**src/design/assert_macros.svh**
```systemverilog
// Assertion macros shared by the clipper modules.
`ifndef ASSERT_MACROS_SVH
`define ASSERT_MACROS_SVH

// Check a property at every clock edge outside reset.
`define PLC_ASSERT(label, prop, msg) \
  label: assert property (@(posedge clk) disable iff (rst) prop) else $error(msg);

// Check that a condition in one cycle leads to a result in the next.
`define PLC_ASSERT_NEXT(label, cond, nxt, msg) \
  label: assert property (@(posedge clk) disable iff (rst) (cond) |=> (nxt)) else $error(msg);

`endif

```
**src/design/plc_pkg.sv**
```systemverilog
// Shared constants and types of the polygon plane clipper.
package plc_pkg;

  localparam int MAX_VERTS   = 32;
  localparam int IDX_W       = $clog2(MAX_VERTS);
  localparam int CNT_W       = $clog2(MAX_VERTS + 1);
  localparam int COORD_W     = 32;
  localparam int PROD_W      = 2 * COORD_W;
  localparam int SHIFT_W     = PROD_W - 16;
  localparam int DIST_W      = 50;
  localparam int FRAC_W      = COORD_W + 1;
  localparam int QUEUE_DEPTH = 2;

  localparam logic [1:0] CFG_PLANE_A = 2'd0;
  localparam logic [1:0] CFG_PLANE_B = 2'd1;
  localparam logic [1:0] CFG_PLANE_C = 2'd2;
  localparam logic [1:0] CFG_PLANE_D = 2'd3;

  typedef logic [1:0] status_t;
  localparam status_t STATUS_ORIGINAL = 2'd0;
  localparam status_t STATUS_CLIPPED  = 2'd1;
  localparam status_t STATUS_VANISHED = 2'd2;

  typedef struct packed {
    logic signed [COORD_W-1:0] x;
    logic signed [COORD_W-1:0] y;
    logic signed [COORD_W-1:0] z;
    logic signed [DIST_W-1:0]  sdist;
    logic                      last;
  } vert_entry_t;

endpackage

```
**src/design/plc_queue.sv**
```systemverilog
// Short queue of classified vertices between front and back.
`include "assert_macros.svh"

module plc_queue (
  input  logic                 clk,
  input  logic                 rst,
  input  logic                 push,
  input  plc_pkg::vert_entry_t push_entry,
  output logic                 full,
  input  logic                 pop,
  output plc_pkg::vert_entry_t pop_entry,
  output logic                 not_empty
);
  import plc_pkg::*;

  localparam int PTR_W  = (QUEUE_DEPTH > 1) ? $clog2(QUEUE_DEPTH) : 1;
  localparam int QCNT_W = $clog2(QUEUE_DEPTH + 1);

  vert_entry_t       slots [QUEUE_DEPTH];
  logic [PTR_W-1:0]  wptr, rptr;
  logic [QCNT_W-1:0] count;

  assign full      = (count == QCNT_W'(QUEUE_DEPTH));
  assign not_empty = (count != '0);
  assign pop_entry = slots[rptr];

  always_ff @(posedge clk) begin
    if (push) begin
      slots[wptr] <= push_entry;
    end
  end

  always_ff @(posedge clk) begin
    if (rst) begin
      wptr  <= '0;
      rptr  <= '0;
      count <= '0;
    end else begin
      if (push) begin
        wptr <= (wptr == PTR_W'(QUEUE_DEPTH - 1)) ? '0 : wptr + 1'b1;
      end
      if (pop) begin
        rptr <= (rptr == PTR_W'(QUEUE_DEPTH - 1)) ? '0 : rptr + 1'b1;
      end
      if (push && !pop) begin
        count <= count + 1'b1;
      end else if (pop && !push) begin
        count <= count - 1'b1;
      end
    end
  end

  `PLC_ASSERT(a_queue_bound, count <= QCNT_W'(QUEUE_DEPTH), "queue count past depth")
  `PLC_ASSERT(a_queue_no_pop_empty, pop |-> count != '0, "pop from empty queue")
  `PLC_ASSERT(a_queue_no_push_full, push |-> !full, "push into full queue")

endmodule

```
**config.mk**
```make
export PLATFORM = sky130hd
export DESIGN_NAME = plc_queue
export DESIGN_NICKNAME = d
export VERILOG_FILES = /design/src/design/plc_pkg.sv /design/src/design/plc_queue.sv
export VERILOG_INCLUDE_DIRS = /design/src /design/src/design
export SDC_FILE = /design/constraint.sdc
export NUM_CORES = 1
export LEC_CHECK = 0
export CAP_MARGIN = 20
export CORE_MARGIN = 3
export CORE_UTILIZATION = 56
export DETAILED_ROUTE_END_ITERATION = 10
export DONT_BUFFER_PORTS = 1
export PLACE_DENSITY = 0.85
export SETUP_SLACK_MARGIN = 0.02
export SLEW_MARGIN = 15
export SYNTH_ARGS = -nofsm -noshare
export SYNTH_HDL_FRONTEND = slang
export SYNTH_SLANG_ARGS = --single-unit
```
**constraint.sdc**
```tcl
create_clock -name clk -period 8.4 [get_ports clk]
set_input_delay 0.84 -clock clk [delete_from_list [all_inputs] [get_ports clk]]
set_output_delay 0.84 -clock clk [all_outputs]
set_load 0.05 [all_outputs]
```
==> results.toml <==
[global_route]
grt_pass1_vias = 4726
grt_use_total_pct = 17.3
grt_first_pass_wirelength_um = 28400
top_usage_layer = "met2"
grtUsageMet3_pct = 8.99
grtUsageMet1_pct = 19.1
grt_antenna_before_repair = 0
grt.overflow.total = 0
grt_use_met2_pct = 29.7
grt_start_max_net_pins = 78

[floorplan]
design.portCount = 300
initial_core_util_pct = 57.5
coreArea_mm2 = 0.0189
rows = 50
chipWidth_um = 145
fp.dieArea_mm2 = 0.0211
die_h_um = 145

[synthesis]
synth.most_common_cell = "edfxtp_1"
yosys_warnings = 0
seq_area_frac_synth_pct = 82.2
yosysTopAreaCellShare_pct = 81.3
netlist_top_cells_area = "edfxtp_1 (81%), mux2_2 (15%), buf_6 (1.6%)"
synth_nets = 631
syn_area_mm2 = 0.0109
ys_ff_latch = 299
yosysTopAreaCell = "edfxtp_1"
synthTopCellsByCount = "edfxtp_1 (294), mux2_2 (147), buf_6 (15), dfxtp_1 (5), nor2_1 (4)"
synth.avg_cell_area_um2 = 22.7
synthCells = 479
async_flop_share_pct = 0
synth_ff_type = "edfxtp_1"
synth_cell_types = 16
synth-edff-count = 294

[detailed_routing]
ant_nets = 0
drcViolationCount = 0
wl_per_cell_um = 24.5
drtIter0Drc = 243
vias = 4437
viasPerCell = 5.67
dr.pass1.iters = 5
drt-total-wl_um = 19200

[cells_and_area]
multiInputGateArea_mm2 = 0.00177
drive_gt1_share_pct = 38.3
area_growth_pct = 10.7
layout.nets = 652
diodes = 0
finish.instance_area_mm2 = 0.0120
register_area_mm2 = 0.00893
fill_cells = 1239

[worst_setup_path]
worst-r2r-cell-count = 3
reg2reg_from = "wptr"
critPathKind = "reg -> out"
cp.arrival_ns = 2.97
path_max_fanout = 77
critPathCaptureType = "output pin"
cp-start-kind = "flop"
critPathRequiredTime_ns = 7.56

[run]
cap_violations = 0

[sta]
finClkSkew_ns = 0.00961
rsz0062_at_grt = "false"
setup_tns_ns = 0
max-slew-margin-rel_pct = 26.1
max_freq_mhz = 262
finalHoldViolations = 0
tightest_slew_ns = 1.11
fin_crit_sh_pct = 45.4
setup_violations = 0
final_max_slew_viol_count = 0
period_needed_ns = 3.81

[clock_tree]
cts_setup_buffers = 0
insertion_delay_ns = 0.52
cts_buffer_depth = 3
clock_sinks = 299
cts_made_buffers = 29
ctsHoldBuffers = 0
tritoncts = "yes"
htreeDepth = 1
clk_pin_slew_ns = 0.06
clk_root_buffer_cell = "clkbuf_16"
ctsResizeCount = 0

[power]
power_leakage_uw = 0.00389
p_per_area_mw_per_mm2 = 288
ir_worst_vdd_uv = 210

[placed_design]
place_hpwl_um = 12900
place_area_mm2 = 0.0111
routabilityCongestion = 0.729
numPortBuffers = 0

[worst_hold_path]
hold_start = "rst"
min_path_type = "in -> reg"
hold_depth = 1

[status]
outcome = "finished, final reports clean"
## flip-flops by register name, summed over array words and instances (netlist names), named ones only
register,count
wptr,1
count,2
rptr,1
slots,294
## routing by layer
| metal | share of wire, % | vias up |
|---|---|---|
| li1 | - | 1943 |
| met1 | 34 | 2227 |
| met2 | 51 | 233 |
| met3 | 13 | 34 |
| met4 | 2.0 | 0 |
| met5 | 0 | - |
## cell type report
cell class,count,area share (%)
clock inverter,20,1.40
clock buffer,33,6.16
timing repair buffer,6,0.708
sequential,299,74.3
inverter,1,0.0312
tap,260,2.71
multi-input combinational,163,14.7
## worst max-delay path, stage by stage, from the launching register on
cell and delay, ns:
dfxtp_4 0.94, buf_4 0.85, mux2_2 0.56
## stage by stage
| step | hold WS (ns) | instances | utilization [%] | setup WS (ns) | power [uW] |
|---|---|---|---|---|---|
| 3_3_place_gp | 0.493 | 727 | 58.5 | 5.18 | 2270 |
| 3_5_place_dp | 0.510 | 728 | 58.7 | 5.12 | 2290 |
| 4_1_cts | 0.342 | 781 | 63.5 | 4.55 | 3500 |
| 5_1_grt | 0.349 | 782 | 63.6 | 4.40 | 3580 |
| 2_1_floorplan | 0.456 | 479 | - | 0.527 | 2260 |
| 6_report | 0.372 | 782 | 63.6 | 4.59 | 3470 |
## power by group
part	internal, uW	leakage [uW]	switching (uW)
sequential	1740	0.00280	34.9
combinational	94.6	0.000652	385
clock	698	0.000438	512
## layout by cell type, fill, tap and decap left out
cell,instances
bufinv_16,2
xor2_1,2
clkinv_2,4
clkinvlp_4,3
dfxtp_1,4
inv_1,1
mux2_2,147
nor2_1,4
or2_2,1
clkinv_4,2
clkinv_1,6
inv_6,3
xnor2_1,2
buf_16,2
clkbuf_16,29
nor2b_4,1
o21ai_0,1
edfxtp_1,294
ha_1,1
clkbuf_1,4
dfxtp_4,1
buf_4,4
or3_1,1
and2_4,1
a21oi_1,1
nor2b_1,1
## final timing paths
| check | to | slack, ns |
|---|---|---|
| min | flop | 0.37 |
| max | pop_entry[93] | 4.59 |
| min reg2reg | count[1] | 0.53 |
| max reg2reg | slots[1][108] | 6.04 |
## cell families (layout without fill, tap and decap cells)
logic type	count (synthesis)	after routing	synth area share, %
compound gates	2	2	0.0920
simple gates	9	9	0.426
fa+ha+maj	1	1	0.115
xor+xnor	4	4	0.322
buf+inv	17	60	1.64
flops	299	299	82.2
mux	147	147	15.2
Note: power is estimated with default switching activity, not from simulation.
