`config.mk`:
```
export PLATFORM = sky130hd
export DESIGN_NAME = plc_front
export DESIGN_NICKNAME = d
export VERILOG_FILES = /design/src/design/assert_macros.svh /design/src/design/plc_pkg.sv /design/src/design/plc_front.sv
export SDC_FILE = /design/constraint.sdc
export NUM_CORES = 2
export LEC_CHECK = 0
export ABC_AREA = 1
export BUFFER_PORTS_ARGS = -buffer_cell sky130_fd_sc_hd__buf_2
export CORE_MARGIN = 2
export CORE_UTILIZATION = 40
export CTS_BUF_LIST = sky130_fd_sc_hd__clkbuf_4
export DETAILED_ROUTE_END_ITERATION = 6
export SLEW_MARGIN = 0
export SYNTH_ARGS = -nofsm -noshare
export SYNTH_HDL_FRONTEND = slang
export SYNTH_SLANG_ARGS = --single-unit
export TNS_END_PERCENT = 5
```
`constraint.sdc`:
```
create_clock -name clk -period 8.85 [get_ports clk]
set_input_delay 0 -clock clk [delete_from_list [all_inputs] [get_ports clk]]
set_output_delay 0 -clock clk [all_outputs]
set_load 0.02 [all_outputs]
```
`src/design/assert_macros.svh`:
```
// Assertion macros shared by the clipper modules.
`ifndef ASSERT_MACROS_SVH
`define ASSERT_MACROS_SVH

// Check a property at every clock edge outside reset.
`define PLC_ASSERT(label, prop, msg) \
  label: assert property (@(posedge clk) disable iff (rst) prop) else $error(msg);

// Check that a condition in one cycle leads to a result in the next.
`define PLC_ASSERT_NEXT(label, cond, nxt, msg) \
  label: assert property (@(posedge clk) disable iff (rst) (cond) |=> (nxt)) else $error(msg);

`endif

```
`src/design/plc_pkg.sv`:
```
// Shared constants and types of the polygon plane clipper.
package plc_pkg;

  localparam int MAX_VERTS   = 32;
  localparam int IDX_W       = $clog2(MAX_VERTS);
  localparam int CNT_W       = $clog2(MAX_VERTS + 1);
  localparam int COORD_W     = 32;
  localparam int PROD_W      = 2 * COORD_W;
  localparam int SHIFT_W     = PROD_W - 16;
  localparam int DIST_W      = 50;
  localparam int FRAC_W      = COORD_W + 1;
  localparam int QUEUE_DEPTH = 2;

  localparam logic [1:0] CFG_PLANE_A = 2'd0;
  localparam logic [1:0] CFG_PLANE_B = 2'd1;
  localparam logic [1:0] CFG_PLANE_C = 2'd2;
  localparam logic [1:0] CFG_PLANE_D = 2'd3;

  typedef logic [1:0] status_t;
  localparam status_t STATUS_ORIGINAL = 2'd0;
  localparam status_t STATUS_CLIPPED  = 2'd1;
  localparam status_t STATUS_VANISHED = 2'd2;

  typedef struct packed {
    logic signed [COORD_W-1:0] x;
    logic signed [COORD_W-1:0] y;
    logic signed [COORD_W-1:0] z;
    logic signed [DIST_W-1:0]  sdist;
    logic                      last;
  } vert_entry_t;

endpackage

```
`src/design/plc_front.sv`:
```
// Front end: plane registers, vertex intake and plane distance.
module plc_front (
  input  logic                        clk,
  input  logic                        rst,
  input  logic                        cfg_write,
  input  logic [1:0]                  cfg_index,
  input  logic [31:0]                 cfg_data,
  input  logic                        in_valid,
  output logic                        in_stall,
  input  logic signed [31:0]          vx,
  input  logic signed [31:0]          vy,
  input  logic signed [31:0]          vz,
  input  logic                        final_vertex,
  output logic                        q_push,
  output plc_pkg::vert_entry_t        q_entry,
  input  logic                        q_full
);
  import plc_pkg::*;

  typedef enum logic [2:0] {
    F_IDLE = 3'b001,
    F_MUL  = 3'b010,
    F_PUSH = 3'b100
  } front_state_t;

  front_state_t              state;
  logic [1:0]                step;
  logic signed [COORD_W-1:0] plane_a, plane_b, plane_c, plane_d;
  logic signed [COORD_W-1:0] x, y, z;
  logic                      last;
  logic signed [PROD_W-1:0]  prod;
  logic signed [DIST_W-1:0]  acc;
  logic signed [COORD_W-1:0] coef_sel, coord_sel;
  logic signed [PROD_W-1:0]  mul_full;
  logic signed [SHIFT_W-1:0] prod_sh;
  logic                      accept;

  assign in_stall = (state != F_IDLE);
  assign accept   = in_valid & ~in_stall;
  assign q_push   = (state == F_PUSH) & ~q_full;
  assign q_entry  = '{x: x, y: y, z: z, sdist: acc, last: last};

  always_comb begin
    case (step)
      2'd0:    begin coef_sel = plane_a; coord_sel = x; end
      2'd1:    begin coef_sel = plane_b; coord_sel = y; end
      default: begin coef_sel = plane_c; coord_sel = z; end
    endcase
  end

  assign mul_full = coef_sel * coord_sel;
  // Floor shift by 16 of the exact product.
  assign prod_sh  = prod[PROD_W-1:16];

  always_ff @(posedge clk) begin
    if (rst) begin
      state   <= F_IDLE;
      step    <= 2'd0;
      plane_a <= '0;
      plane_b <= '0;
      plane_c <= '0;
      plane_d <= '0;
    end else begin
      if (cfg_write) begin
        unique case (cfg_index)
          CFG_PLANE_A: plane_a <= cfg_data;
          CFG_PLANE_B: plane_b <= cfg_data;
          CFG_PLANE_C: plane_c <= cfg_data;
          CFG_PLANE_D: plane_d <= cfg_data;
          default: ;
        endcase
      end
      unique case (state)
        F_IDLE: begin
          if (accept) begin
            x     <= vx;
            y     <= vy;
            z     <= vz;
            last  <= final_vertex;
            step  <= 2'd0;
            state <= F_MUL;
          end
        end
        F_MUL: begin
          prod <= mul_full;
          step <= step + 2'd1;
          if (step == 2'd1) begin
            acc <= DIST_W'(plane_d) + DIST_W'(prod_sh);
          end else if (step != 2'd0) begin
            acc <= acc + DIST_W'(prod_sh);
          end
          if (step == 2'd3) begin
            state <= F_PUSH;
          end
        end
        F_PUSH: begin
          if (!q_full) begin
            state <= F_IDLE;
          end
        end
        default: state <= F_IDLE;
      endcase
    end
  end

endmodule

```
==> reports/qor.txt <==
Status: complete, but fails checks
Failing checks: design-rule violations
TritonCTS clock tree: yes
Final Hold Viols: 0
Die footprint: 145000 µm²
Synth Net Count: 8718
Syn Inst Count: 7218
Total CTS buffers: 94
Hold_ws: 0.135 ns
Worst-Skew Late Latency: 1.10 ns
Largest net degree at the start of global routing: 85
Critical path capture point type: flip-flop
Core Rows: 138
DP HPWL: 161 mm
Crit path DAT: 9.21 ns
Max cap viols: 0
Global-route usage over all layers: 28.0%
Via count: 49.5k
CTS root buf: clkbuf_4
Main synth FF type: edfxtp_1
Final setup viols: 0
Slowest CP cell: fa_1
CP required: 9.55 ns
P per Cell Area: 367 nW/µm²
Clock Path Buffers: 3
Yosys reg bits: 328
Top post-synthesis cells by area: fa_1 (38%), inv_1 (12%), nand2_1 (11%), edfxtp_1 (10%), ha_1 (6.2%)
Mapped cell area: 56900 µm²
Async SR Flop Fraction: 0%
Worst min path class: in -> reg
Starting Density: 40.3%
Syn Area/Cell: 7.88 µm²
I/O Buffers: 284
FF-to-FF setup slack: 0.34 ns
Die Span Y: 381 µm
Clk_skew: 0.153 ns
Initial antenna violation count: 7
Top cell type's share of synthesized area: 38.1%
Share of post-route cells with drive strength above 1: 8.17%
Peak VDD IR: 0.547 mV
Most used cell along the critical path: fa_1
Pre-CTS setup slack: -0.0261 ns
Drt wl/cell: 20.7 µm
Path type of the worst setup path: reg -> reg
Largest delay contributor family on the critical path: adder cells
Crit-path max FO: 47
Switching share of power: 58.1%
Number of synthesis warnings: 0
Seq pwr share: 10.5%
Die Wd: 381 µm
Achievable Freq: 117 MHz
Final min period: 8.51 ns
Seq/Total Area, Yosys: 15.0%
Slew margin rel.: 26.1%
WP buf/inv: 9
Placed Instance Area: 61100 µm²
P_sw: 14.0 mW
Total grt overflow: 0
Worst slew pin tran: 1.11 ns
Clock share of power: 6.3%
Syn-to-layout area delta: 15.3%
Worst setup margin: 0.338 ns
GP Congestion: 0.960
Largest stage delay on the critical path: 0.57 ns
Final core utilization: 46.4%
Vias per cell: 5.08
First-pass GRT wire length: 310 mm
Drt pass-1 iters: 7
Nets@finish: 9268
Clock sink count: 328
Logic pwr share: 83.1%
Setup TNS: 0 ns
Post-synth EDFFs: 195
Pleak: 34.3 nW
Post-Route WL: 201 mm
Synth top cells by count: inv_1 (1881), nand2_1 (1715), fa_1 (1083), nor2_1 (515), a21oi_1 (360)
Top Ports: 285
Post-route cell area: 65500 µm²
CTS H-Tree Depth: 3
Distinct cells, synth: 55
# DRC: 2
Final period utilization: 96.2%
Core Region: 141000 µm²
Initial DRC count: 3904
Reg clk slew, reported paths: 0.07 ns
Internal: 10.1 mW
CP startpoint kind: flip-flop
Pins over their slew limit: 0
Cell accounting for the most synthesized area: fa_1
Count leader, synth: inv_1
DRT antenna net count: 0
Vias in the first global route: 52.2k
[stage by stage]
step,power [mW],instances
3_5_place_dp,22.2,9255
2_1_floorplan,15.9,7218
4_1_cts,23.9,9715
3_3_place_gp,22.1,9255
5_1_grt,26.7,9735
6_report,24.0,9739
[power groups by stage]
stage	combinational [mW]	clock, mW	sequential (mW)
finish	20.0	1.52	2.53
global route	22.5	1.63	2.54
CTS	19.8	1.55	2.53
detailed placement	19.6	0	2.56
global placement	19.5	0	2.56
floorplan	13.4	0	2.50
[worst reg2reg max path: cells and delay by family, from the launching register on]
| family | cells | cell delay [ns] |
|---|---|---|
| flip-flops | 1 | 0.36 |
| buffers and inverters | 9 | 1.07 |
| adder cells (fa/ha/maj) | 10 | 4.58 |
| AO/OA/AOI/OAI | 5 | 0.99 |
| AND/OR/NAND/NOR | 4 | 0.97 |
| XOR/XNOR | 1 | 0.20 |
[repair_timing]
item	CTS	global route
hold endpoints to repair	344	0
endpoints found under the setup margin	3	31
setup buffers	0	15
hold buffers	290	0
resized for setup	3	29
cloned	1	1
pin swaps	1	4
[final cells by class]
type                            count  area [µm²]
Antenna cell                        8        20.0
Clock buffer                      128         961
Clock inverter                     41         251
Fill cell                       14000       75700
Inverter                         1887        7090
Multi-Input combinational cell   4745       40200
Sequential cell                   328        8520
Tap cell                         1890        2360
Timing Repair Buffer              712        6090
[cells in the final DEF, fill, tap and decap left out, types with 149 or more instances in the layout]
master,n
dlygate4sd3_1,290
fa_1,1079
nor2_1,511
inv_1,1876
ha_1,277
buf_2,284
edfxtp_1,195
nand3_1,149
a21oi_1,358
o21ai_0,344
nand2_1,1714
[logic make-up after synthesis]
logic type	count (synthesis)	share of synthesized area, %
and+or+nand+nor	2469	17.0
buffers and inverters	2146	14.5
adders and majority gates	1364	44.3
AOI/OAI and AO/OA	845	8.18
DFF	328	15.0
xor gates and xnor gates	65	1.00
muxes	1	0.0176
[routing by layer]
metal	global-route usage [%]	wire, µm
met3	4.23	15100
met2	45.8	92400
met5	0	8
met4	8.80	6860
met1	38.3	86900
[state kept, by name (all words and copies together), names as in the netlist]
register and count:
plane_c 32, state 3, plane_a 32, y 32, acc 50, x 32
z 32, step 2, plane_b 32, prod 48, plane_d 32, last 1
[worst paths after layout]
check / from / endpoint / depth (start not counted)
max: step[1] / prod[53] / 29
min: vz[2] / z[2] / 3
max reg2reg: step[1] / prod[53] / 29
min reg2reg: plane_c[14] / plane_c[14] / 2
(Power assumes the default switching activity.)
